### src/hw/rtl/aic_pkg.sv
// ----------------------------------------------------------------------------
// aic_pkg
// Shared types and codes for the ARM instruction classifier.
// ----------------------------------------------------------------------------
package aic_pkg;

   localparam int unsigned INSTR_W   = 32;
   localparam int unsigned FMT_W     = 4;
   localparam int unsigned COND_W    = 4;
   localparam int unsigned REQ_DATA_W = 40;  // 32 + 4 flag bits, padded to bytes
   localparam int unsigned RSP_DATA_W = 8;   // 4 + 1, padded to bytes

   // format codes
   localparam logic [FMT_W-1:0] FMT_BX      = 4'd0;
   localparam logic [FMT_W-1:0] FMT_BRANCH  = 4'd1;
   localparam logic [FMT_W-1:0] FMT_DP      = 4'd2;
   localparam logic [FMT_W-1:0] FMT_MUL     = 4'd3;
   localparam logic [FMT_W-1:0] FMT_MULL    = 4'd4;
   localparam logic [FMT_W-1:0] FMT_SDT     = 4'd5;
   localparam logic [FMT_W-1:0] FMT_HDT_IMM = 4'd6;
   localparam logic [FMT_W-1:0] FMT_HDT_REG = 4'd7;
   localparam logic [FMT_W-1:0] FMT_BDT     = 4'd8;
   localparam logic [FMT_W-1:0] FMT_SWAP    = 4'd9;
   localparam logic [FMT_W-1:0] FMT_SWI     = 4'd10;
   localparam logic [FMT_W-1:0] FMT_CDO     = 4'd11;
   localparam logic [FMT_W-1:0] FMT_CDT     = 4'd12;
   localparam logic [FMT_W-1:0] FMT_CRT     = 4'd13;
   localparam logic [FMT_W-1:0] FMT_UNDEF   = 4'd14;
   localparam logic [FMT_W-1:0] FMT_UNKNOWN = 4'd15;

   // condition field codes
   localparam logic [COND_W-1:0] COND_EQ = 4'd0;
   localparam logic [COND_W-1:0] COND_NE = 4'd1;
   localparam logic [COND_W-1:0] COND_CS = 4'd2;
   localparam logic [COND_W-1:0] COND_CC = 4'd3;
   localparam logic [COND_W-1:0] COND_MI = 4'd4;
   localparam logic [COND_W-1:0] COND_PL = 4'd5;
   localparam logic [COND_W-1:0] COND_VS = 4'd6;
   localparam logic [COND_W-1:0] COND_VC = 4'd7;
   localparam logic [COND_W-1:0] COND_HI = 4'd8;
   localparam logic [COND_W-1:0] COND_LS = 4'd9;
   localparam logic [COND_W-1:0] COND_GE = 4'd10;
   localparam logic [COND_W-1:0] COND_LT = 4'd11;
   localparam logic [COND_W-1:0] COND_GT = 4'd12;
   localparam logic [COND_W-1:0] COND_LE = 4'd13;
   localparam logic [COND_W-1:0] COND_AL = 4'd14;

   typedef struct packed {
      logic overflow;
      logic carry;
      logic zero;
      logic negative;
   } flags_type;

   typedef struct packed {
      logic             cond_passed;
      logic [FMT_W-1:0] format_code;
   } result_type;

endpackage

### src/hw/rtl/aic_format.sv
// ----------------------------------------------------------------------------
// aic_format
// Priority match of an ARM v4T instruction word onto a dense format code.
// ----------------------------------------------------------------------------
module aic_format
   import aic_pkg::*;
(
   input  logic [INSTR_W-1:0] instr_word,
   output logic [FMT_W-1:0]   format_code
);

   logic [2:0] top3;
   logic [3:0] top4;
   logic       b4;

   assign top3 = instr_word[27:25];
   assign top4 = instr_word[27:24];
   assign b4   = instr_word[4];

   // narrow patterns first, so the broad data processing class cannot hide them
   always_comb begin
      if (instr_word[27:4] == 24'h12FFF1) begin
         format_code = FMT_BX;
      end else if (instr_word[7:4] == 4'b1001 && instr_word[27:22] == 6'b000000) begin
         format_code = FMT_MUL;
      end else if (instr_word[7:4] == 4'b1001 && instr_word[27:23] == 5'b00001) begin
         format_code = FMT_MULL;
      end else if (instr_word[11:4] == 8'b00001001 && instr_word[21:20] == 2'b00 &&
                   instr_word[27:23] == 5'b00010) begin
         format_code = FMT_SWAP;
      end else if (b4 && instr_word[7] && instr_word[22] && top3 == 3'b000) begin
         format_code = FMT_HDT_IMM;
      end else if (b4 && instr_word[11:7] == 5'b00001 && !instr_word[22] &&
                   top3 == 3'b000) begin
         format_code = FMT_HDT_REG;
      end else if (top3 == 3'b101) begin
         format_code = FMT_BRANCH;
      end else if (instr_word[27:26] == 2'b00) begin
         format_code = FMT_DP;
      end else if (top3 == 3'b011 && b4) begin
         format_code = FMT_UNDEF;
      end else if (instr_word[27:26] == 2'b01) begin
         format_code = FMT_SDT;
      end else if (top3 == 3'b100) begin
         format_code = FMT_BDT;
      end else if (top4 == 4'b1111) begin
         format_code = FMT_SWI;
      end else if (!b4 && top4 == 4'b1110) begin
         format_code = FMT_CDO;
      end else if (top3 == 3'b110) begin
         format_code = FMT_CDT;
      end else if (b4 && top4 == 4'b1110) begin
         format_code = FMT_CRT;
      end else begin
         format_code = FMT_UNKNOWN;
      end
   end

endmodule

### src/hw/rtl/aic_cond.sv
// ----------------------------------------------------------------------------
// aic_cond
// Evaluates the condition field against the N, Z, C, V flags.
// ----------------------------------------------------------------------------
module aic_cond
   import aic_pkg::*;
(
   input  logic [COND_W-1:0] cond,
   input  flags_type         flags,
   output logic              cond_passed
);

   logic n_eq_v;

   assign n_eq_v = (flags.negative == flags.overflow);

   always_comb begin
      case (cond)
         COND_EQ: cond_passed = flags.zero;
         COND_NE: cond_passed = !flags.zero;
         COND_CS: cond_passed = flags.carry;
         COND_CC: cond_passed = !flags.carry;
         COND_MI: cond_passed = flags.negative;
         COND_PL: cond_passed = !flags.negative;
         COND_VS: cond_passed = flags.overflow;
         COND_VC: cond_passed = !flags.overflow;
         COND_HI: cond_passed = flags.carry && !flags.zero;
         COND_LS: cond_passed = !flags.carry || flags.zero;
         COND_GE: cond_passed = n_eq_v;
         COND_LT: cond_passed = !n_eq_v;
         COND_GT: cond_passed = !flags.zero && n_eq_v;
         COND_LE: cond_passed = flags.zero || !n_eq_v;
         COND_AL: cond_passed = 1'b1;
         default: cond_passed = 1'b0;  // NV never passes
      endcase
   end

endmodule

### src/hw/rtl/arm_instruction_classify.sv
// ----------------------------------------------------------------------------
// arm_instruction_classify
// Classifies ARM v4T instruction words by format and evaluates their
// condition field against the supplied flags.
// ----------------------------------------------------------------------------
//  channel | dir | handshake         | payload
//  req     | in  | req_tvalid/tready | instr_word, N, Z, C, V
//  rsp     | out | rsp_tvalid/tready | format_code, cond_passed
//
//  One transfer per cycle in each direction while rsp is not stalled;
//  each item passes the input register, then the result register.
//  The decode sits between the two registers and is a single pass.
//  Reset clears both stage valids; no payload is reset.
//  A stall on rsp holds the result; req keeps flowing until the
//  input register is also occupied.
// ----------------------------------------------------------------------------
module arm_instruction_classify
   import aic_pkg::*;
(
   input  logic                  clock,
   input  logic                  reset,
   input  logic                  req_tvalid,
   output logic                  req_tready,
   // [31:0] instr_word, [32] flag_negative, [33] flag_zero,
   // [34] flag_carry, [35] flag_overflow, [39:36] zero
   input  logic [REQ_DATA_W-1:0] req_tdata,
   output logic                  rsp_tvalid,
   input  logic                  rsp_tready,
   // [3:0] format_code, [4] cond_passed, [7:5] zero
   output logic [RSP_DATA_W-1:0] rsp_tdata
);

   logic               in_valid_ff, in_valid_in;
   logic [INSTR_W-1:0] instr_ff;
   flags_type          flags_ff;
   logic               out_valid_ff, out_valid_in;
   result_type         result_ff;
   result_type         result_in;
   logic               out_load;
   logic               in_load;

   assign out_load   = !out_valid_ff || rsp_tready;
   assign req_tready = !in_valid_ff || out_load;
   assign in_load    = req_tvalid && req_tready;

   assign in_valid_in  = in_load || (in_valid_ff && !out_load);
   assign out_valid_in = out_load ? in_valid_ff : out_valid_ff;

   aic_format u_format (
      .instr_word  (instr_ff),
      .format_code (result_in.format_code)
   );

   aic_cond u_cond (
      .cond        (instr_ff[31:28]),
      .flags       (flags_ff),
      .cond_passed (result_in.cond_passed)
   );

   always_ff @(posedge clock) begin
      if (reset) begin
         in_valid_ff  <= 1'b0;
         out_valid_ff <= 1'b0;
      end else begin
         in_valid_ff  <= in_valid_in;
         out_valid_ff <= out_valid_in;
      end
   end

   always_ff @(posedge clock) begin
      if (in_load) begin
         instr_ff          <= req_tdata[31:0];
         flags_ff.negative <= req_tdata[32];
         flags_ff.zero     <= req_tdata[33];
         flags_ff.carry    <= req_tdata[34];
         flags_ff.overflow <= req_tdata[35];
      end
      if (out_load && in_valid_ff) begin
         result_ff <= result_in;
      end
   end

   assign rsp_tvalid = out_valid_ff;
   assign rsp_tdata  = {3'b000, result_ff};

endmodule

### config.mk
export PLATFORM = sky130hd
export DESIGN_NAME = arm_instruction_classify
export DESIGN_NICKNAME = d
export VERILOG_FILES = /design/src/hw/rtl/aic_pkg.sv /design/src/hw/rtl/aic_format.sv /design/src/hw/rtl/aic_cond.sv /design/src/hw/rtl/arm_instruction_classify.sv
export SDC_FILE = /design/constraint.sdc
export NUM_CORES = 1
export LEC_CHECK = 0
export ABC_AREA = 1
export BUFFER_PORTS_ARGS = -buffer_cell sky130_fd_sc_hd__buf_2
export CAP_MARGIN = 10
export CELL_PAD_IN_SITES_DETAIL_PLACEMENT = 0
export CELL_PAD_IN_SITES_GLOBAL_PLACEMENT = 1
export CORE_MARGIN = 2
export CORE_UTILIZATION = 38
export DETAILED_ROUTE_END_ITERATION = 12
export PLACE_DENSITY = 0.89
export SKIP_LAST_GASP = 1
export SYNTH_ARGS = -nofsm -noshare
export SYNTH_HDL_FRONTEND = slang
export SYNTH_SLANG_ARGS = --single-unit
### constraint.sdc
create_clock -name clock -period 1.6 [get_ports clock]
set_input_delay 0.32 -clock clock [delete_from_list [all_inputs] [get_ports clock]]
set_output_delay 0.32 -clock clock [all_outputs]
set_load 0.05 [all_outputs]
# Word level (Yosys, flattened, before mapping)
# Cells that the tools add are included.
[word_totals]
regBits = 43
elab_cells = 94
input_bits = 44
output_inout_bits = 10
[op_classes]
n_reduce_logical = 40
n_eq_ne = 28
n_mux = 15
[ops]
columns = ["op", "count"]
rows = [
  ["2-to-1 mux 4 bit", 11],
  ["== test 4 bit, second input constant", 10],
  ["== test 24 x 21 -> 1 bit, second input constant", 1],
  ["logical AND 1 bit", 18],
  ["== test 4 x 3 -> 1 bit, second input constant", 4],
  ["case mux 1 bit (15 select lines)", 1],
  ["== test 5 x 1 -> 1 bit, second input constant", 2],
  ["logical NOT 1 bit", 10],
  ["== test 3 bit, second input constant", 3],
  ["== test 4 x 2 -> 1 bit, second input constant", 2],
  ["== test 8 x 4 -> 1 bit, second input constant", 1],
  ["logical NOT 6 bit", 1],
  ["== test 5 x 2 -> 1 bit, second input constant", 1],
  ["logical OR 1 bit", 5],
  ["== test 4 x 1 -> 1 bit, second input constant", 1],
  ["logical NOT 2 bit", 2],
  ["logical NOT 4 bit", 1],
  ["2-to-1 mux 2 bit", 2],
  ["== test 3 x 2 -> 1 bit, second input constant", 1],
  ["logical NOT 3 bit", 1],
  ["2-to-1 mux 3 bit", 1],
  ["OR reduction 3 bit", 1],
  ["== test 2 x 1 -> 1 bit, second input constant", 1],
  ["OR reduction 2 bit", 1],
  ["== test 1 bit", 1],
]

# Logic depth before layout (Yosys ltp)
[depth]
word_depth = 16
mapped_depth = 8
depth_no_buf = 8

# By module
# From an unflattened synthesis, not the netlist that was laid out.
[unflattened]
hier_cells = 186
area_unflattened_um2 = 1945.6
[by_module_without_submodules]
columns = ["module", "cells_per_inst", "seq_area_each_um2", "instances", "area_each_um2"]
rows = [
  ["arm_instruction_classify", 57, 1271.2, 1, 1348.8],
  ["aic_format", 74, 0.0, 1, 367.9],
  ["aic_cond", 55, 0.0, 1, 229.0],
]

# Worst setup path before layout
# OpenSTA, ideal clock, no wires.
[synth_timing]
kind = "register to register"
from = "register out_valid_ff (netlist: rsp_tvalid)"
to = "register flags_ff[0] (netlist bit), enable pin"
setup_time_ns = 0.400
stages_incl_launch_ff = 4
synth_period_minus_slack_ns = 2.176
path_buffers = 0
required_time_ns = 1.200
setup_slack_ns = -0.576
t_arrival_ns = 1.776
cell_sequence = "dfxtp_1 > nand3_1 > nand2_1 > inv_1"
[synth_between]
elab_chain_cells = 4
[synth_lines]
columns = ["item", "line", "rtl"]
rows = [
  ["start: declaration", "arm_instruction_classify.sv:36", "logic out_valid_ff, out_valid_in;"],
  ["start signal: assignment", "arm_instruction_classify.sv:66", "out_valid_ff <= out_valid_in;"],
  ["logical NOT 1 bit", "arm_instruction_classify.sv:42", "assign out_load = !out_valid_ff || rsp_tready;"],
  ["logical OR 1 bit", "arm_instruction_classify.sv:42", ""],
  ["logical OR 1 bit", "arm_instruction_classify.sv:43", "assign req_tready = !in_valid_ff || out_load;"],
  ["named net req_tready", "arm_instruction_classify.sv:23", "output logic req_tready,"],
  ["logical AND 1 bit", "arm_instruction_classify.sv:44", "assign in_load = req_tvalid && req_tready;"],
  ["named net in_load", "arm_instruction_classify.sv:40", "logic in_load;"],
  ["end: declaration", "arm_instruction_classify.sv:35", "flags_type flags_ff;"],
]
# The timed path passes the listed nets, and every way through them passes these cells.
# A chain may end at the register's enable or synchronous reset.

# Worst setup path after layout
[layout_timing]
from = "register instr_ff[27]"
to = "register result_ff, in the netlist rsp_tdata[2], data pin"
[layout_between]
elab_chain_cells = 13
elab_cells_between_ends = 31
classes_between = "eq/ne (9); mux (11); reduce/logical (11)"
[layout_lines]
columns = ["item", "line", "rtl"]
rows = [
  ["start: declaration", "arm_instruction_classify.sv:34", "logic [INSTR_W-1:0] instr_ff;"],
  ["start signal: assignment", "arm_instruction_classify.sv:72", "instr_ff <= req_tdata[31:0];"],
  ["== test 4 bit", "aic_format.sv:48", "end else if (!b4 && top4 == 4'b1110) begin"],
  ["logical AND 1 bit", "aic_format.sv:48", ""],
  ["2-to-1 mux 4 bit", "aic_format.sv:48", ""],
  ["2-to-1 mux 4 bit", "aic_format.sv:46", "end else if (top4 == 4'b1111) begin"],
  ["2-to-1 mux 4 bit", "aic_format.sv:44", "end else if (top3 == 3'b100) begin"],
  ["2-to-1 mux 4 bit", "aic_format.sv:42", "end else if (instr_word[27:26] == 2'b01) begin"],
  ["2-to-1 mux 4 bit", "aic_format.sv:40", "end else if (top3 == 3'b011 && b4) begin"],
  ["2-to-1 mux 4 bit", "aic_format.sv:38", "end else if (instr_word[27:26] == 2'b00) begin"],
  ["2-to-1 mux 4 bit", "aic_format.sv:36", "end else if (top3 == 3'b101) begin"],
  ["2-to-1 mux 4 bit", "aic_format.sv:33", "end else if (b4 && instr_word[11:7] == 5'b00001 && !instr_word[22] &&"],
  ["2-to-1 mux 4 bit", "aic_format.sv:31", "end else if (b4 && instr_word[7] && instr_word[22] && top3 == 3'b000) begin"],
  ["2-to-1 mux 4 bit", "aic_format.sv:28", "end else if (instr_word[11:4] == 8'b00001001 && instr_word[21:20] == 2'b00 &&"],
  ["2-to-1 mux 3 bit", "aic_format.sv:26", "end else if (instr_word[7:4] == 4'b1001 && instr_word[27:23] == 5'b00001) begin"],
  ["end signal: assignment", "arm_instruction_classify.sv:79", "result_ff <= result_in;"],
  ["end: declaration", "arm_instruction_classify.sv:37", "result_type result_ff;"],
]
# Parallel ways exist; a longest one is shown, timed or not.

==> out/results.txt <==
outcome: complete, no violations
kind of critical path: reg -> reg
worst-skew pair later-pin latency: 0.29 ns
vias in the first global route: 1156
Area Growth Syn to Fin: 23.0%
Worst-path clk slew: 0.07 ns
area post-placement: 2040 sq um
crit path from: instr_ff[27]
Slowest-stage cell, CP: edfxtp_1
first-pass GRT wire length: 4.93 mm
synthesized area per cell: 10.5 sq um
Synth Cell Area: 1750 sq um
worst hold path class: in -> reg
# hold bufs at CTS: 0
Max clock buf depth: 2
critical path required time: 1.64 ns
Highest Clock Rate: 0.714 GHz
TritonCTS clock tree: done
Final WS setup: 0.200 ns
Slowest Stage Delay on Critical Path: 0.48 ns
largest net degree at the start of global routing: 33
post-route insts no fill: 268
fin. max-slew vios: 0
total global-route track usage: 12.6%
CP Launch Type: register
Crit Path Max Fanout: 6
fill cell count: 389
arrival time at the worst endpoint: 1.44 ns
die width: 71.8 microns
total congestion overflow: 0
WHS Path Cells: 2
critical path endpoint category: register
Tmin final: 1.40 ns
Num Clock Sinks: 39
Fin Clk Skew: 0.00523 ns
RR Endpoint: rsp_tdata[2]
final wirelength: 2.83 mm
share of layout cells above drive strength 1: 31.0%
crit share post-route: 87.5%
Die ar.: 5160 sq um
WL per Instance: 10.6 microns
PwrDens: 1040 nW/um^2
worst hold start: reset
CTS HTree Levels: 2
Vias: 1238
Core Box Area: 4380 sq um
fin area: 2150 sq um
Initial Util: 39.9%
Ys Warns: 0
Netlist cell types: 22
CTS buffer count: 5
overall power: 2.24 mW
via/cell ratio: 4.62
pre-CTS setup slack: 0.208 ns
Max VDD drop: 0.667 mV
I/O pins: 54
drt first pass iters: 4
Layout Nets: 259
initial antenna violation count: 0
leakage power total: 0.939 nW
root buf cell: clkbuf_8
Seq/Total Area, Yosys: 65.8%
quantity of gates resized following cts: 0
RR Startpoint: instr_ff[27]
Final Hold Vio Count: 0
postcts setup bufs: 0
Final Wtd Congestion: 0.797
Reg2Reg Depth: 6
cells after synthesis: 166
RSZ-0062 raised after global routing: no
reg2reg setup slack: 0.20 ns
Rows: 24
count of final setup violators: 0
flops & latches, synth: 39
Fin Setup TNS: 0 ns
DRC: 0
Max-Cap Viols: 0
Min-Delay Endpoint: rsp_tvalid
Detailed Place HPWL: 2.18 mm
CP cell instances: nor2_2 -> nand2_2 -> inv_2 -> nand3_1 -> o21ai_1 -> a21oi_1
initial drt markers: 65
ANT cells: 0
ANT nets after route: 0
Port Buffers: 42
Placed Cells: 260
Chip Height: 71.8 microns
-- flip-flops by register name, indices dropped and copies added, names as in the netlist --
register / count
instr_ff: 28
rsp_tdata: 5
flags_ff: 4
in_valid_ff: 1
rsp_tvalid: 1
-- how the worst max path moves through the flow --
stage / depth (start not counted) / to / slack, ns
3_5_place_dp: 6 / rsp_tdata[1] / 0.21
4_1_cts: 6 / rsp_tdata[1] / 0.20
5_1_grt: 6 / rsp_tdata[2] / 0.09
3_3_place_gp: 6 / instr_ff[11] / 0.21
6_report: 6 / rsp_tdata[2] / 0.20
2_1_floorplan: 3 / flags_ff[0] / -0.01
-- synth_stat cells (all sizes together) --
library cell	count	area (sq um)
inv	21	78.8
nand3b	1	7.51
nand3	11	65.1
a21oi	8	40.0
nand4	9	56.3
buf	4	30.0
conb	1	3.75
o22ai	1	6.26
o21ai	6	33.8
xor2	1	8.76
nor2	22	104
nand2	39	149
dfxtp	2	40.0
edfxtp	37	1110
nor3	3	15.0
-- stage by stage --
step	hold slack (ns)	utilization (%)
global placement	0.478	46.5
detailed placement	0.496	46.5
global route	0.186	49.1
floorplan	0.379	-
finish	0.194	49.1
CTS	0.189	49.1
-- per-layer routing --
| layer | GRT usage, % | up-vias | routed length, microns | share of wire (%) |
|---|---|---|---|---|
| met5 | 0 | - | 0 | 0 |
| met4 | 6.92 | 0 | 60 | 2.1 |
| met3 | 3.66 | 7 | 169 | 6.0 |
| met2 | 19.7 | 37 | 1360 | 48 |
| met1 | 15.9 | 542 | 1240 | 44 |
| li1 | - | 652 | - | - |
-- layout by cell type (no fill, tap or decap) --
cell | Yosys | layout
a21oi_1 | 8 | 8
buf_2 | 0 | 42
buf_4 | 4 | 2
bufinv_16 | 0 | 1
clkbuf_8 | 0 | 5
clkinv_2 | 0 | 1
clkinv_4 | 0 | 1
clkinvlp_4 | 0 | 1
conb_1 | 1 | 3
dfxtp_1 | 2 | 1
dfxtp_4 | 0 | 1
edfxtp_1 | 37 | 37
inv_1 | 17 | 16
inv_2 | 4 | 4
nand2_1 | 38 | 37
nand2_2 | 1 | 2
nand3_1 | 9 | 8
nand3_2 | 2 | 2
nand3_4 | 0 | 1
nand3b_1 | 1 | 1
nand4_1 | 9 | 9
nor2_1 | 19 | 19
nor2_2 | 2 | 2
nor2_8 | 1 | 1
nor3_1 | 3 | 3
o21ai_0 | 3 | 3
o21ai_1 | 2 | 2
o21ai_2 | 1 | 1
o22ai_1 | 1 | 1
xor2_1 | 1 | 1
-- critical path, delay by kind of cell, from the launching register on --
| kind | cells | cell delay, ns |
|---|---|---|
| buf+inv | 1 | 0.10 |
| compound gates | 2 | 0.20 |
| flops | 1 | 0.48 |
| simple gates | 3 | 0.38 |
-- report_power, final --
part | total (mW) | switching (mW) | internal (mW)
clock network | 0.791 | 0.328 | 0.464
logic | 0.229 | 0.149 | 0.0792
registers | 1.22 | 0.0346 | 1.19
-- kinds of logic after synthesis --
logic type,Yosys count,synth area share [%]
compound gates,15,4.58
xor+xnor,1,0.501
buf+inv,25,6.22
flops,39,65.8
other cells,1,0.214
simple gates,85,22.7
-- final cells by class --
cell class / instances / area (sq um) / area share (%)
well taps: 52 / 65.1 / 3.02
flip-flops and latches: 39 / 1150 / 53.7
inverters: 21 / 82.6 / 3.84
repair buffers: 44 / 225 / 10.5
multi-input cells: 104 / 512 / 23.8
clock buffers: 5 / 68.8 / 3.20
clock inverters: 3 / 43.8 / 2.03
No activity file was read; power rests on OpenSTA's default activity.
